===== config.mk =====
export PLATFORM = sky130hd
export DESIGN_NAME = yaw_pid_differential_thrust_flat
export DESIGN_NICKNAME = d
export VERILOG_FILES = /design/src/design/ypdt_pkg.sv /design/src/design/ypdt_channels.sv /design/src/design/ypdt_err_window.sv /design/src/design/yaw_pid_differential_thrust.sv /design/src/flat_wrapper.sv
export SDC_FILE = /design/constraint.sdc
export NUM_CORES = 2
export LEC_CHECK = 0
export ABC_AREA = 0
export BUFFER_PORTS_ARGS = -buffer_cell sky130_fd_sc_hd__buf_2
export CAP_MARGIN = 20
export CORE_MARGIN = 2
export CORE_UTILIZATION = 40
export DETAILED_ROUTE_END_ITERATION = 16
export PLACE_DENSITY = 0.62
export SLEW_MARGIN = 10
export SYNTH_ARGS = -nofsm -noshare
export SYNTH_HDL_FRONTEND = slang
export SYNTH_HIERARCHICAL = 1
export SYNTH_SLANG_ARGS = --single-unit

===== constraint.sdc =====
create_clock -name clock -period 8.5 [get_ports clock]
set_input_delay 1.7 -clock clock [delete_from_list [all_inputs] [get_ports clock]]
set_output_delay 1.7 -clock clock [all_outputs]
set_load 0.05 [all_outputs]

===== src/design/ypdt_pkg.sv =====
`timescale 1ns / 1ps
// ----------------------------------------------------------------------------
// ypdt_pkg
// Field widths, payload types, register indexes and the window control group
// shared by the yaw PID differential thrust block.
// ----------------------------------------------------------------------------
package ypdt_pkg;

   localparam int YAW_W     = 16;
   localparam int MS_W      = 10;
   localparam int GAIN_W    = 16;
   localparam int THR_CFG_W = 14;
   localparam int THR_W     = 16;
   localparam int ERR_W     = 15;
   localparam int CSR_IDX_W = 3;

   // register indexes on the configuration port
   localparam logic [CSR_IDX_W-1:0] CSR_PROP_GAIN   = 3'd0;
   localparam logic [CSR_IDX_W-1:0] CSR_INTEG_GAIN  = 3'd1;
   localparam logic [CSR_IDX_W-1:0] CSR_DERIV_GAIN  = 3'd2;
   localparam logic [CSR_IDX_W-1:0] CSR_BASE_THRUST = 3'd3;
   localparam logic [CSR_IDX_W-1:0] CSR_MAX_THRUST  = 3'd4;

   typedef logic signed [YAW_W-1:0]     yaw_type;
   typedef logic        [MS_W-1:0]      ms_type;
   typedef logic        [GAIN_W-1:0]    gain_type;
   typedef logic        [THR_CFG_W-1:0] thrust_cfg_type;
   typedef logic signed [THR_W-1:0]     thrust_type;
   typedef logic        [ERR_W-1:0]     err_type;

   // advance: step the slot and fetch the oldest entry
   // commit:  overwrite that entry with the new error and update the sum
   typedef struct packed {
      logic advance;
      logic commit;
   } win_ctrl_type;

endpackage


===== src/design/ypdt_channels.sv =====
`timescale 1ns / 1ps
// ----------------------------------------------------------------------------
// ypdt channels
// Valid/ready channels for heading samples and thruster commands.
// ----------------------------------------------------------------------------
interface ypdt_req_if;
   logic              valid;
   logic              ready;
   ypdt_pkg::yaw_type measured_yaw;
   ypdt_pkg::yaw_type target_yaw;
   ypdt_pkg::ms_type  elapsed_ms;

   modport source (output valid, output measured_yaw, output target_yaw,
                   output elapsed_ms, input ready);
   modport sink   (input valid, input measured_yaw, input target_yaw,
                   input elapsed_ms, output ready);
endinterface

interface ypdt_rsp_if;
   logic                 valid;
   logic                 ready;
   ypdt_pkg::thrust_type starboard_thrust;
   ypdt_pkg::thrust_type port_thrust;
   ypdt_pkg::err_type    yaw_error;
   ypdt_pkg::thrust_type drive_value;

   modport source (output valid, output starboard_thrust, output port_thrust,
                   output yaw_error, output drive_value, input ready);
   modport sink   (input valid, input starboard_thrust, input port_thrust,
                   input yaw_error, input drive_value, output ready);
endinterface


===== src/design/ypdt_err_window.sv =====
`timescale 1ns / 1ps
// ----------------------------------------------------------------------------
// ypdt_err_window
// Circular window of recent heading errors with an exact running sum.
// ----------------------------------------------------------------------------
module ypdt_err_window #(
   parameter int WINDOW_DEPTH = 20
) (
   input  logic                       clock,
   input  logic                       reset,
   input  ypdt_pkg::win_ctrl_type     win_ctrl,
   input  ypdt_pkg::err_type          commit_err,
   output logic [ypdt_pkg::ERR_W + $clog2(WINDOW_DEPTH)-1:0] window_total
);

   localparam int IDX_W = (WINDOW_DEPTH > 1) ? $clog2(WINDOW_DEPTH) : 1;
   localparam int SUM_W = ypdt_pkg::ERR_W + $clog2(WINDOW_DEPTH);

   ypdt_pkg::err_type       err_mem_ff [WINDOW_DEPTH];
   logic [WINDOW_DEPTH-1:0] valid_ff;
   logic [IDX_W-1:0]        slot_ff;
   logic [IDX_W-1:0]        slot_in;
   logic [SUM_W-1:0]        total_ff;
   logic [SUM_W-1:0]        total_in;
   ypdt_pkg::err_type       rd_data_ff;
   logic                    rd_valid_ff;
   ypdt_pkg::err_type       old_err;

   always_comb begin
      slot_in  = (slot_ff == IDX_W'(WINDOW_DEPTH - 1)) ? '0 : slot_ff + 1'b1;
      // an entry never written counts as zero
      old_err  = rd_valid_ff ? rd_data_ff : '0;
      total_in = total_ff - SUM_W'(old_err) + SUM_W'(commit_err);
   end

   always_ff @(posedge clock) begin
      if (reset) begin
         slot_ff  <= '0;
         valid_ff <= '0;
         total_ff <= '0;
      end else begin
         if (win_ctrl.advance) begin
            slot_ff <= slot_in;
         end
         if (win_ctrl.commit) begin
            valid_ff[slot_ff] <= 1'b1;
            total_ff          <= total_in;
         end
      end
   end

   always_ff @(posedge clock) begin
      if (win_ctrl.advance) begin
         rd_data_ff  <= err_mem_ff[slot_in];
         rd_valid_ff <= valid_ff[slot_in];
      end
      if (win_ctrl.commit) begin
         err_mem_ff[slot_ff] <= commit_err;
      end
   end

   assign window_total = total_ff;

`ifndef SYNTHESIS
   a_empty_sum_zero: assert property (@(posedge clock) disable iff (reset)
      valid_ff == '0 |-> total_ff == '0)
      else $error("window sum nonzero with no entries written");

   a_slot_range: assert property (@(posedge clock) disable iff (reset)
      slot_ff <= IDX_W'(WINDOW_DEPTH - 1))
      else $error("window slot out of range");

   a_commit_after_advance: assert property (@(posedge clock) disable iff (reset)
      win_ctrl.commit |-> $past(win_ctrl.advance))
      else $error("window commit without a preceding fetch");
`endif

endmodule


===== src/design/yaw_pid_differential_thrust.sv =====
`timescale 1ns / 1ps
// ----------------------------------------------------------------------------
// yaw_pid_differential_thrust
// Yaw-hold PID controller with a windowed integral, driving a pair of
// differential surge thrusters.
// ----------------------------------------------------------------------------
// Usage
//   req_ch : one heading sample per transfer (measured, target, elapsed ms).
//   rsp_ch : one result per sample (starboard, port, heading error, drive).
//   csr_*  : gains and thrust limits, written while the block is idle.
// Timing
//   A new sample is taken once the previous one has left the arithmetic.
//   The products use a shift-and-add multiplier (one gain bit per cycle),
//   and the derivative term uses a restoring divider (one quotient bit
//   per cycle), which overlaps with the integral product.
// Reset
//   Clears the error window, previous error and gains; base and max thrust
//   return to 3000 and 7500.
// Stall
//   A finished result waits in the output register; the next sample is
//   still taken and runs up to the output stage, where it waits for the
//   receiver.
// ----------------------------------------------------------------------------
module yaw_pid_differential_thrust #(
   parameter int WINDOW_DEPTH = 20
) (
   input  logic                   clock,
   input  logic                   reset,
   ypdt_req_if.sink               req_ch,
   ypdt_rsp_if.source             rsp_ch,
   input  logic                   csr_write_en,
   input  logic [2:0]             csr_index,
   input  ypdt_pkg::gain_type     csr_wdata
);

   localparam int SUM_W     = ypdt_pkg::ERR_W + $clog2(WINDOW_DEPTH);
   localparam int ACC_W     = SUM_W + ypdt_pkg::GAIN_W + 1;
   localparam int SUM_TW    = ACC_W + 1;
   localparam int NUM_W     = ypdt_pkg::GAIN_W + ypdt_pkg::ERR_W;
   localparam int MUL_STEPS = ypdt_pkg::GAIN_W;
   localparam int RUN_LAST  = MUL_STEPS + NUM_W - 1;
   localparam int CNT_W     = $clog2(RUN_LAST + 1);
   localparam int FRAC_W    = 8;
   localparam int SIDE_W    = ypdt_pkg::THR_W + 2;
   localparam int DT_W      = ypdt_pkg::MS_W;
   localparam int YAW_W     = ypdt_pkg::YAW_W;
   localparam int ERR_W     = ypdt_pkg::ERR_W;

   localparam ypdt_pkg::thrust_cfg_type BASE_RESET = 14'd3000;
   localparam ypdt_pkg::thrust_cfg_type MAX_RESET  = 14'd7500;

   localparam logic [2:0] S_IDLE = 3'd0;
   localparam logic [2:0] S_PREP = 3'd1;
   localparam logic [2:0] S_RUN  = 3'd2;
   localparam logic [2:0] S_SUM  = 3'd3;
   localparam logic [2:0] S_SAT  = 3'd4;
   localparam logic [2:0] S_OUT  = 3'd5;

   localparam logic signed [SUM_TW-1:0] DRIVE_HI   = SUM_TW'(32767);
   localparam logic signed [SUM_TW-1:0] DRIVE_LO   = SUM_TW'(-32768);
   localparam logic signed [SIDE_W-1:0] SIDE_FLOOR = SIDE_W'(-32768);

   function automatic ypdt_pkg::thrust_type side_thrust(
      input logic                     sel,
      input ypdt_pkg::thrust_cfg_type base,
      input ypdt_pkg::thrust_cfg_type limit,
      input ypdt_pkg::thrust_type     drive
   );
      logic signed [SIDE_W-1:0] t;
      logic signed [SIDE_W-1:0] lim;
      t   = $signed({{(SIDE_W - ypdt_pkg::THR_CFG_W){1'b0}}, base});
      lim = $signed({{(SIDE_W - ypdt_pkg::THR_CFG_W){1'b0}}, limit});
      if (sel) begin
         t = t - $signed({{(SIDE_W - ypdt_pkg::THR_W){drive[ypdt_pkg::THR_W-1]}}, drive});
      end
      if (t > lim) begin
         t = lim;
      end
      if (t < SIDE_FLOOR) begin
         t = SIDE_FLOOR;
      end
      return t[ypdt_pkg::THR_W-1:0];
   endfunction

   // control
   logic [2:0]               state_ff;
   logic [CNT_W-1:0]         cnt_ff;
   logic                     rsp_valid_ff;
   ypdt_pkg::gain_type       prop_ff;
   ypdt_pkg::gain_type       integ_ff;
   ypdt_pkg::gain_type       deriv_ff;
   ypdt_pkg::thrust_cfg_type base_ff;
   ypdt_pkg::thrust_cfg_type max_ff;
   ypdt_pkg::err_type        last_ff;

   // sample and arithmetic
   ypdt_pkg::yaw_type        meas_ff;
   ypdt_pkg::yaw_type        targ_ff;
   ypdt_pkg::ms_type         dt_ff;
   ypdt_pkg::err_type        err_ff;
   logic                     neg_ff;
   logic                     star_ff;
   logic                     port_ff;
   ypdt_pkg::gain_type       gpi_ff;
   logic [ACC_W-1:0]         mpi_ff;
   logic [ACC_W-1:0]         acc_pi_ff;
   ypdt_pkg::gain_type       gd_ff;
   logic [NUM_W-1:0]         md_ff;
   logic [NUM_W-1:0]         num_ff;
   logic [DT_W-1:0]          rem_ff;
   logic signed [SUM_TW-1:0] sum_ff;
   ypdt_pkg::thrust_type     drive_ff;

   // result register
   ypdt_pkg::thrust_type     rsp_star_ff;
   ypdt_pkg::thrust_type     rsp_port_ff;
   ypdt_pkg::err_type        rsp_err_ff;
   ypdt_pkg::thrust_type     rsp_drive_ff;

   logic                     req_fire;
   logic                     rsp_fire;
   logic                     rsp_free;
   ypdt_pkg::win_ctrl_type   win_ctrl;
   logic [SUM_W-1:0]         window_total;

   logic [YAW_W-1:0]         abs_meas;
   logic [YAW_W-1:0]         abs_targ;
   logic [YAW_W-1:0]         abs_diff;
   ypdt_pkg::err_type        err_now;
   logic [ERR_W:0]           err_delta;
   ypdt_pkg::err_type        delta_mag;
   logic                     closer;
   logic                     farther;
   logic                     meas_pos;
   logic [DT_W:0]            div_trial;
   logic                     div_ge;
   logic [SUM_TW-1:0]        pi_ext;
   logic [SUM_TW-1:0]        quo_ext;
   logic signed [SUM_TW-1:0] drive_shr;

   assign req_fire = req_ch.valid && req_ch.ready;
   assign rsp_fire = rsp_ch.valid && rsp_ch.ready;
   assign rsp_free = !rsp_valid_ff || rsp_ch.ready;

   assign req_ch.ready = (state_ff == S_IDLE);

   assign rsp_ch.valid            = rsp_valid_ff;
   assign rsp_ch.starboard_thrust = rsp_star_ff;
   assign rsp_ch.port_thrust      = rsp_port_ff;
   assign rsp_ch.yaw_error        = rsp_err_ff;
   assign rsp_ch.drive_value      = rsp_drive_ff;

   assign win_ctrl.advance = req_fire;
   assign win_ctrl.commit  = (state_ff == S_PREP);

   ypdt_err_window #(
      .WINDOW_DEPTH (WINDOW_DEPTH)
   ) u_window (
      .clock        (clock),
      .reset        (reset),
      .win_ctrl     (win_ctrl),
      .commit_err   (err_now),
      .window_total (window_total)
   );

   always_comb begin
      abs_meas = meas_ff[YAW_W-1] ? YAW_W'(-meas_ff) : YAW_W'(meas_ff);
      abs_targ = targ_ff[YAW_W-1] ? YAW_W'(-targ_ff) : YAW_W'(targ_ff);
      closer   = abs_targ < abs_meas;
      farther  = abs_targ > abs_meas;
      abs_diff = farther ? abs_targ - abs_meas : abs_meas - abs_targ;
      // only a heading of -32768 can push the error past the 15-bit range
      err_now  = abs_diff[YAW_W-1] ? {ERR_W{1'b1}} : abs_diff[ERR_W-1:0];
      meas_pos = !meas_ff[YAW_W-1] && (meas_ff != '0);

      err_delta = {1'b0, err_now} - {1'b0, last_ff};
      delta_mag = err_delta[ERR_W] ? ERR_W'(-err_delta) : err_delta[ERR_W-1:0];

      div_trial = {rem_ff, num_ff[NUM_W-1]};
      div_ge    = div_trial >= {1'b0, dt_ff};

      pi_ext    = SUM_TW'(acc_pi_ff);
      quo_ext   = SUM_TW'(num_ff);
      drive_shr = sum_ff >>> FRAC_W;
   end

   always_ff @(posedge clock) begin
      if (reset) begin
         state_ff     <= S_IDLE;
         cnt_ff       <= '0;
         rsp_valid_ff <= 1'b0;
         prop_ff      <= '0;
         integ_ff     <= '0;
         deriv_ff     <= '0;
         base_ff      <= BASE_RESET;
         max_ff       <= MAX_RESET;
         last_ff      <= '0;
      end else begin
         // the output stage reloads the register on the same transfer
         if (rsp_fire && (state_ff != S_OUT)) begin
            rsp_valid_ff <= 1'b0;
         end
         if (csr_write_en) begin
            unique case (csr_index)
               ypdt_pkg::CSR_PROP_GAIN:   prop_ff  <= csr_wdata;
               ypdt_pkg::CSR_INTEG_GAIN:  integ_ff <= csr_wdata;
               ypdt_pkg::CSR_DERIV_GAIN:  deriv_ff <= csr_wdata;
               ypdt_pkg::CSR_BASE_THRUST: base_ff  <= csr_wdata[ypdt_pkg::THR_CFG_W-1:0];
               ypdt_pkg::CSR_MAX_THRUST:  max_ff   <= csr_wdata[ypdt_pkg::THR_CFG_W-1:0];
               default: ;
            endcase
         end
         unique case (state_ff)
            S_IDLE: begin
               if (req_fire) begin
                  state_ff <= S_PREP;
               end
            end
            S_PREP: begin
               last_ff  <= err_now;
               cnt_ff   <= '0;
               state_ff <= S_RUN;
            end
            S_RUN: begin
               cnt_ff <= cnt_ff + 1'b1;
               if (cnt_ff == CNT_W'(RUN_LAST)) begin
                  state_ff <= S_SUM;
               end
            end
            S_SUM: state_ff <= S_SAT;
            S_SAT: state_ff <= S_OUT;
            S_OUT: begin
               if (rsp_free) begin
                  rsp_valid_ff <= 1'b1;
                  state_ff     <= S_IDLE;
               end
            end
            default: state_ff <= S_IDLE;
         endcase
      end
   end

   always_ff @(posedge clock) begin
      unique case (state_ff)
         S_IDLE: begin
            if (req_fire) begin
               meas_ff <= req_ch.measured_yaw;
               targ_ff <= req_ch.target_yaw;
               dt_ff   <= (req_ch.elapsed_ms == '0) ? DT_W'(1) : req_ch.elapsed_ms;
            end
         end
         S_PREP: begin
            err_ff    <= err_now;
            neg_ff    <= err_delta[ERR_W];
            star_ff   <= (meas_pos && closer) || (meas_ff[YAW_W-1] && farther);
            port_ff   <= (meas_ff[YAW_W-1] && closer) || (meas_pos && farther);
            gpi_ff    <= prop_ff;
            mpi_ff    <= ACC_W'(err_now);
            acc_pi_ff <= '0;
            gd_ff     <= deriv_ff;
            md_ff     <= NUM_W'(delta_mag);
            num_ff    <= '0;
            rem_ff    <= '0;
         end
         S_RUN: begin
            // proportional then integral product, one gain bit per cycle
            if (cnt_ff < CNT_W'(2 * MUL_STEPS)) begin
               if (gpi_ff[0]) begin
                  acc_pi_ff <= acc_pi_ff + mpi_ff;
               end
               if (cnt_ff == CNT_W'(MUL_STEPS - 1)) begin
                  gpi_ff <= integ_ff;
                  mpi_ff <= ACC_W'(window_total);
               end else begin
                  gpi_ff <= gpi_ff >> 1;
                  mpi_ff <= mpi_ff << 1;
               end
            end
            // derivative numerator, then one quotient bit per cycle
            if (cnt_ff < CNT_W'(MUL_STEPS)) begin
               if (gd_ff[0]) begin
                  num_ff <= num_ff + md_ff;
               end
               gd_ff <= gd_ff >> 1;
               md_ff <= md_ff << 1;
            end else begin
               rem_ff <= div_ge ? DT_W'(div_trial - {1'b0, dt_ff}) : div_trial[DT_W-1:0];
               num_ff <= {num_ff[NUM_W-2:0], div_ge};
            end
         end
         S_SUM: begin
            sum_ff <= neg_ff ? $signed(pi_ext - quo_ext) : $signed(pi_ext + quo_ext);
         end
         S_SAT: begin
            if (drive_shr > DRIVE_HI) begin
               drive_ff <= DRIVE_HI[ypdt_pkg::THR_W-1:0];
            end else if (drive_shr < DRIVE_LO) begin
               drive_ff <= DRIVE_LO[ypdt_pkg::THR_W-1:0];
            end else begin
               drive_ff <= drive_shr[ypdt_pkg::THR_W-1:0];
            end
         end
         S_OUT: begin
            if (rsp_free) begin
               rsp_star_ff  <= side_thrust(star_ff, base_ff, max_ff, drive_ff);
               rsp_port_ff  <= side_thrust(port_ff, base_ff, max_ff, drive_ff);
               rsp_err_ff   <= err_ff;
               rsp_drive_ff <= drive_ff;
            end
         end
         default: ;
      endcase
   end

`ifndef SYNTHESIS
   a_result_from_out: assert property (@(posedge clock) disable iff (reset)
      $rose(rsp_valid_ff) |-> $past(state_ff) == S_OUT)
      else $error("result raised outside the output stage");

   a_run_count: assert property (@(posedge clock) disable iff (reset)
      state_ff == S_RUN |-> cnt_ff <= CNT_W'(RUN_LAST))
      else $error("step counter past the last divide step");

   a_full_divide: assert property (@(posedge clock) disable iff (reset)
      state_ff == S_SUM |-> $past(cnt_ff) == CNT_W'(RUN_LAST))
      else $error("sum taken before the divider finished");
`endif

endmodule

===== src/flat_wrapper.sv =====
// flat-port wrapper written by rule: the top's interface ports become plain ports
module yaw_pid_differential_thrust_flat 
#(
   parameter int WINDOW_DEPTH = 20
)
  (clock, reset, csr_write_en, csr_index, csr_wdata, req_ch_valid, req_ch_measured_yaw, req_ch_target_yaw, req_ch_elapsed_ms, req_ch_ready, rsp_ch_valid, rsp_ch_starboard_thrust, rsp_ch_port_thrust, rsp_ch_yaw_error, rsp_ch_drive_value, rsp_ch_ready);
  ypdt_req_if req_ch_i ();
  ypdt_rsp_if rsp_ch_i ();
  input  logic clock;
  input  logic reset;
  input  logic csr_write_en;
  input  logic [2:0] csr_index;
  input  ypdt_pkg::gain_type csr_wdata;
  input wire logic [$bits(req_ch_i.valid)-1:0] req_ch_valid;
  input wire logic [$bits(req_ch_i.measured_yaw)-1:0] req_ch_measured_yaw;
  input wire logic [$bits(req_ch_i.target_yaw)-1:0] req_ch_target_yaw;
  input wire logic [$bits(req_ch_i.elapsed_ms)-1:0] req_ch_elapsed_ms;
  output wire logic [$bits(req_ch_i.ready)-1:0] req_ch_ready;
  output wire logic [$bits(rsp_ch_i.valid)-1:0] rsp_ch_valid;
  output wire logic [$bits(rsp_ch_i.starboard_thrust)-1:0] rsp_ch_starboard_thrust;
  output wire logic [$bits(rsp_ch_i.port_thrust)-1:0] rsp_ch_port_thrust;
  output wire logic [$bits(rsp_ch_i.yaw_error)-1:0] rsp_ch_yaw_error;
  output wire logic [$bits(rsp_ch_i.drive_value)-1:0] rsp_ch_drive_value;
  input wire logic [$bits(rsp_ch_i.ready)-1:0] rsp_ch_ready;
  assign req_ch_i.valid = req_ch_valid;
  assign req_ch_i.measured_yaw = req_ch_measured_yaw;
  assign req_ch_i.target_yaw = req_ch_target_yaw;
  assign req_ch_i.elapsed_ms = req_ch_elapsed_ms;
  assign req_ch_ready = req_ch_i.ready;
  assign rsp_ch_valid = rsp_ch_i.valid;
  assign rsp_ch_starboard_thrust = rsp_ch_i.starboard_thrust;
  assign rsp_ch_port_thrust = rsp_ch_i.port_thrust;
  assign rsp_ch_yaw_error = rsp_ch_i.yaw_error;
  assign rsp_ch_drive_value = rsp_ch_i.drive_value;
  assign rsp_ch_i.ready = rsp_ch_ready;
  yaw_pid_differential_thrust #(.WINDOW_DEPTH(WINDOW_DEPTH)) u_core (.clock(clock), .reset(reset), .req_ch(req_ch_i), .rsp_ch(rsp_ch_i), .csr_write_en(csr_write_en), .csr_index(csr_index), .csr_wdata(csr_wdata));
endmodule

==> impl_metrics.env <==
export IMPL_cts_clk_slew_worst_paths_ps=60
export IMPL_synth_net_count=4536
export IMPL_synth_warning_count=6
export IMPL_synthCells=4218
export IMPL_grt_pass1_wl_mm=179.7
export IMPL_drv_cap=0
export IMPL_hold_buffers=0
export IMPL_yosysUniqueCellTypes=111
export IMPL_finalCritPeriodShare=0.9305
export IMPL_cts_setup_buffers=0
export IMPL_synth_top_area_frac=0.4489
export IMPL_synth_seq_area_share=0.5149
export IMPL_synth_top_flop_cell="edfxtp_1"
export IMPL_wl_per_cell_um=19.70
export IMPL_whs_endpoint="u_core/rsp_ch.yaw_error[12]"
export IMPL_grt_max_degree=81
export IMPL_io_pins=131
export IMPL_synth_edf_count=663
export IMPL_start_util=0.4018
export IMPL_slowest_delay_ps=420
export IMPL_setup_worst_path_start_class="register"
export IMPL_max_freq_mhz=126.4
export IMPL_irDropWorstVdd_mv=0.1779
export IMPL_synth_area_leaders="edfxtp_1 (45%), dfxtp_1 (6.6%), ha_1 (6.5%)"
export IMPL_yosysTopAreaCell="edfxtp_1"
export IMPL_rr_startpoint="u_core/meas_ff[3]"
export IMPL_multi_input_area_um2=19860
export IMPL_final_max_slew_violation_count=0
export IMPL_seq_power_share=0.371
export IMPL_grt_usage=0.2016
export IMPL_numCtsBuffers=91
export IMPL_die_y_um=337.0
export IMPL_wirelength_mm=115.4
export IMPL_finalHoldViolations=0
export IMPL_slew_headroom=0.2575
export IMPL_syn_area_per_cell_um2=10.51
export IMPL_critPathTopFamily="simple AND/OR/NAND/NOR gates"
export IMPL_final_antenna_net_count=0
export IMPL_p_sw_frac=0.3513
export IMPL_vias=32019
export IMPL_netlist_area_um2=44350
export IMPL_seq_area_um2=22830
export IMPL_pre_cts_ws_ps=648.4
export IMPL_cts_tree="yes"
export IMPL_worst_path_buf_inv=3
export IMPL_areaGrowthSynthToFinish_pct=11.62
export IMPL_p_int_mw=8.799
export IMPL_setup_slack_ps=590.8
export IMPL_switchingPower_mw=4.766
export IMPL_cts_sinks=809
export IMPL_core_um2=110400
export IMPL_ys_ff_latch=809
export IMPL_hpwlAfterDp_mm=78.26
export IMPL_cts_root_buf="clkbuf_16"
export IMPL_worstPathMaxFanout=25
export IMPL_leakagePower_nw=18.51
export IMPL_drtIter0Drc=2461
export IMPL_hold_depth=0
export IMPL_cts_buffer_depth=3
export IMPL_hold_class="reg -> reg"
export IMPL_die_w_um=337.0
export IMPL_finalPower_mw=13.57
export IMPL_gp_congestion=0.8665
export IMPL_min_from="u_core/err_ff[12]"
export IMPL_power_density_nw_per_um2=274.0
export IMPL_grt_overflow=0
export IMPL_yosysMostFrequentCell="edfxtp_1"
export IMPL_row_count=122
export IMPL_worstSetupEndpointType="register"
export IMPL_drcViolationCount=0
export IMPL_crit_path_frequent_cell="or3_1"
export IMPL_timing_rr_end="u_core/md_ff[14]"
export IMPL_setup_viol=0
export IMPL_die_area_um2=113500
export IMPL_antennaDiodeCount=0
export IMPL_fill_cells=10333
export IMPL_min_period_ps=7909
export IMPL_grt_antenna_before_repair=1
export IMPL_first_pass_iters=5
export IMPL_clkPwrFrac=0.284
export IMPL_tightest_slew_ps=1113
export IMPL_r2r_slack_ps=590
export IMPL_htree_levels=3
export IMPL_grt_pass1_vias=31107
export IMPL_crit_type="reg -> reg"
export IMPL_status="complete, no violations"
export IMPL_power_frac_comb=0.345
export IMPL_cts_resized_gates=0
export IMPL_layout_drive_gt1_share=0.1108
export IMPL_r2r_cells=28
export IMPL_ys_top_cells_by_count="edfxtp_1 (663), nand2_1 (603), a21oi_1 (314), nor2_1 (292), ha_1 (230)"
export IMPL_async_reset_ff_frac=0
export IMPL_port_buffers=130
export IMPL_rsz0062_at_grt="no"
export IMPL_final_nets=4614
export IMPL_viasPerCell=5.467
export IMPL_slowest_stage="or3_1"
export IMPL_setup_tns_ps=0
export IMPL_required_ps=8910
export IMPL_clk_latency_ps=690
export IMPL_clock_skew_ps=56.09
export IMPL_critPathArrivalTime_ps=8310
-- worst max-delay path by stage --
stage,cells past startpoint,endpoint,start
floorplan,29,u_core/md_ff[10],u_core/meas_ff[3]
global placement,28,u_core/md_ff[10],u_core/meas_ff[3]
detailed placement,28,u_core/md_ff[10],u_core/meas_ff[3]
CTS,28,u_core/md_ff[14],u_core/meas_ff[3]
global route,28,u_core/u_window/window_total[19],u_core/meas_ff[3]
finish,28,u_core/md_ff[14],u_core/meas_ff[3]
-- cells in the final DEF, fill, tap and decap left out, drive strengths merged, types with 50 or more instances in the layout --
cell,count
dfxtp,146
o21ai,121
clkbuf,119
inv,219
mux2,66
nand3,116
o21a,52
o211ai,50
a21o,99
xnor2,114
a31oi,71
nand2,603
nor2,295
mux2i,99
nor3,53
a21oi,316
buf,197
and2,56
xor2,66
edfxtp,663
ha,230
-- power by group through the flow --
stage	registers (mW)	clock network (mW)	logic [mW]
2_1_floorplan	5.04	0	3.51
3_3_place_gp	5.12	0	4.62
3_5_place_dp	5.12	0	4.64
4_1_cts	5.04	3.94	4.67
5_1_grt	5.06	4.09	5.21
6_report	5.04	3.85	4.68
-- logic make-up (layout without fill, tap and decap cells) --
| group | after synthesis | after routing | synth area share |
|---|---|---|---|
| simple gates | 1409 | 1409 | 0.1478 |
| compound gates | 975 | 975 | 0.1473 |
| flops | 809 | 809 | 0.5149 |
| buf+inv | 428 | 579 | 0.03975 |
| fa+ha+maj | 252 | 252 | 0.07482 |
| xor+xnor | 180 | 180 | 0.03555 |
| mux | 165 | 165 | 0.03990 |
-- metal layers --
metal	part of all wire	track usage
met5	0	0
met2	0.48	0.3373
met3	0.046	0.02559
met4	0.021	0.04759
met1	0.46	0.2776
-- flip-flops by register name, summed over array words and instances, names as in the netlist, 16 cells and up --
signal	cells
u_core/gd_ff	16
u_core/drive_ff	16
u_core/deriv_ff	16
u_core/gpi_ff	16
u_core/targ_ff	16
u_core/rsp_ch.port_thrust	16
u_core/meas_ff	16
u_core/u_window/window_total	20
u_core/u_window/err_mem_ff	300
u_core/acc_pi_ff	37
u_core/u_window/valid_ff	20
u_core/rsp_ch.starboard_thrust	16
u_core/mpi_ff	37
u_core/md_ff	31
u_core/num_ff	31
u_core/prop_ff	16
u_core/rsp_ch.drive_value	16
u_core/integ_ff	16
u_core/sum_ff	30
-- cell type report --
type                    instances  share of cell area
well taps                    1488             0.03761
clock buffers                 118             0.04909
clock inverters                48             0.01001
multi-input cells            2981              0.4013
inverters                     215             0.01633
flip-flops and latches        809              0.4612
repair buffers                198             0.02444
-- metrics by stage --
step	hold WS [ps]	instance area [um2]	util	std cells
floorplan	400.3	44350	-	4218
detailed placement	404.5	46510	0.4214	5687
global placement	404.0	46500	0.4214	5686
CTS	417.1	49440	0.4480	5853
finish	413.8	49500	0.4485	5857
global route	427.4	49500	0.4485	5857
Note: power is estimated with default switching activity, not from simulation.
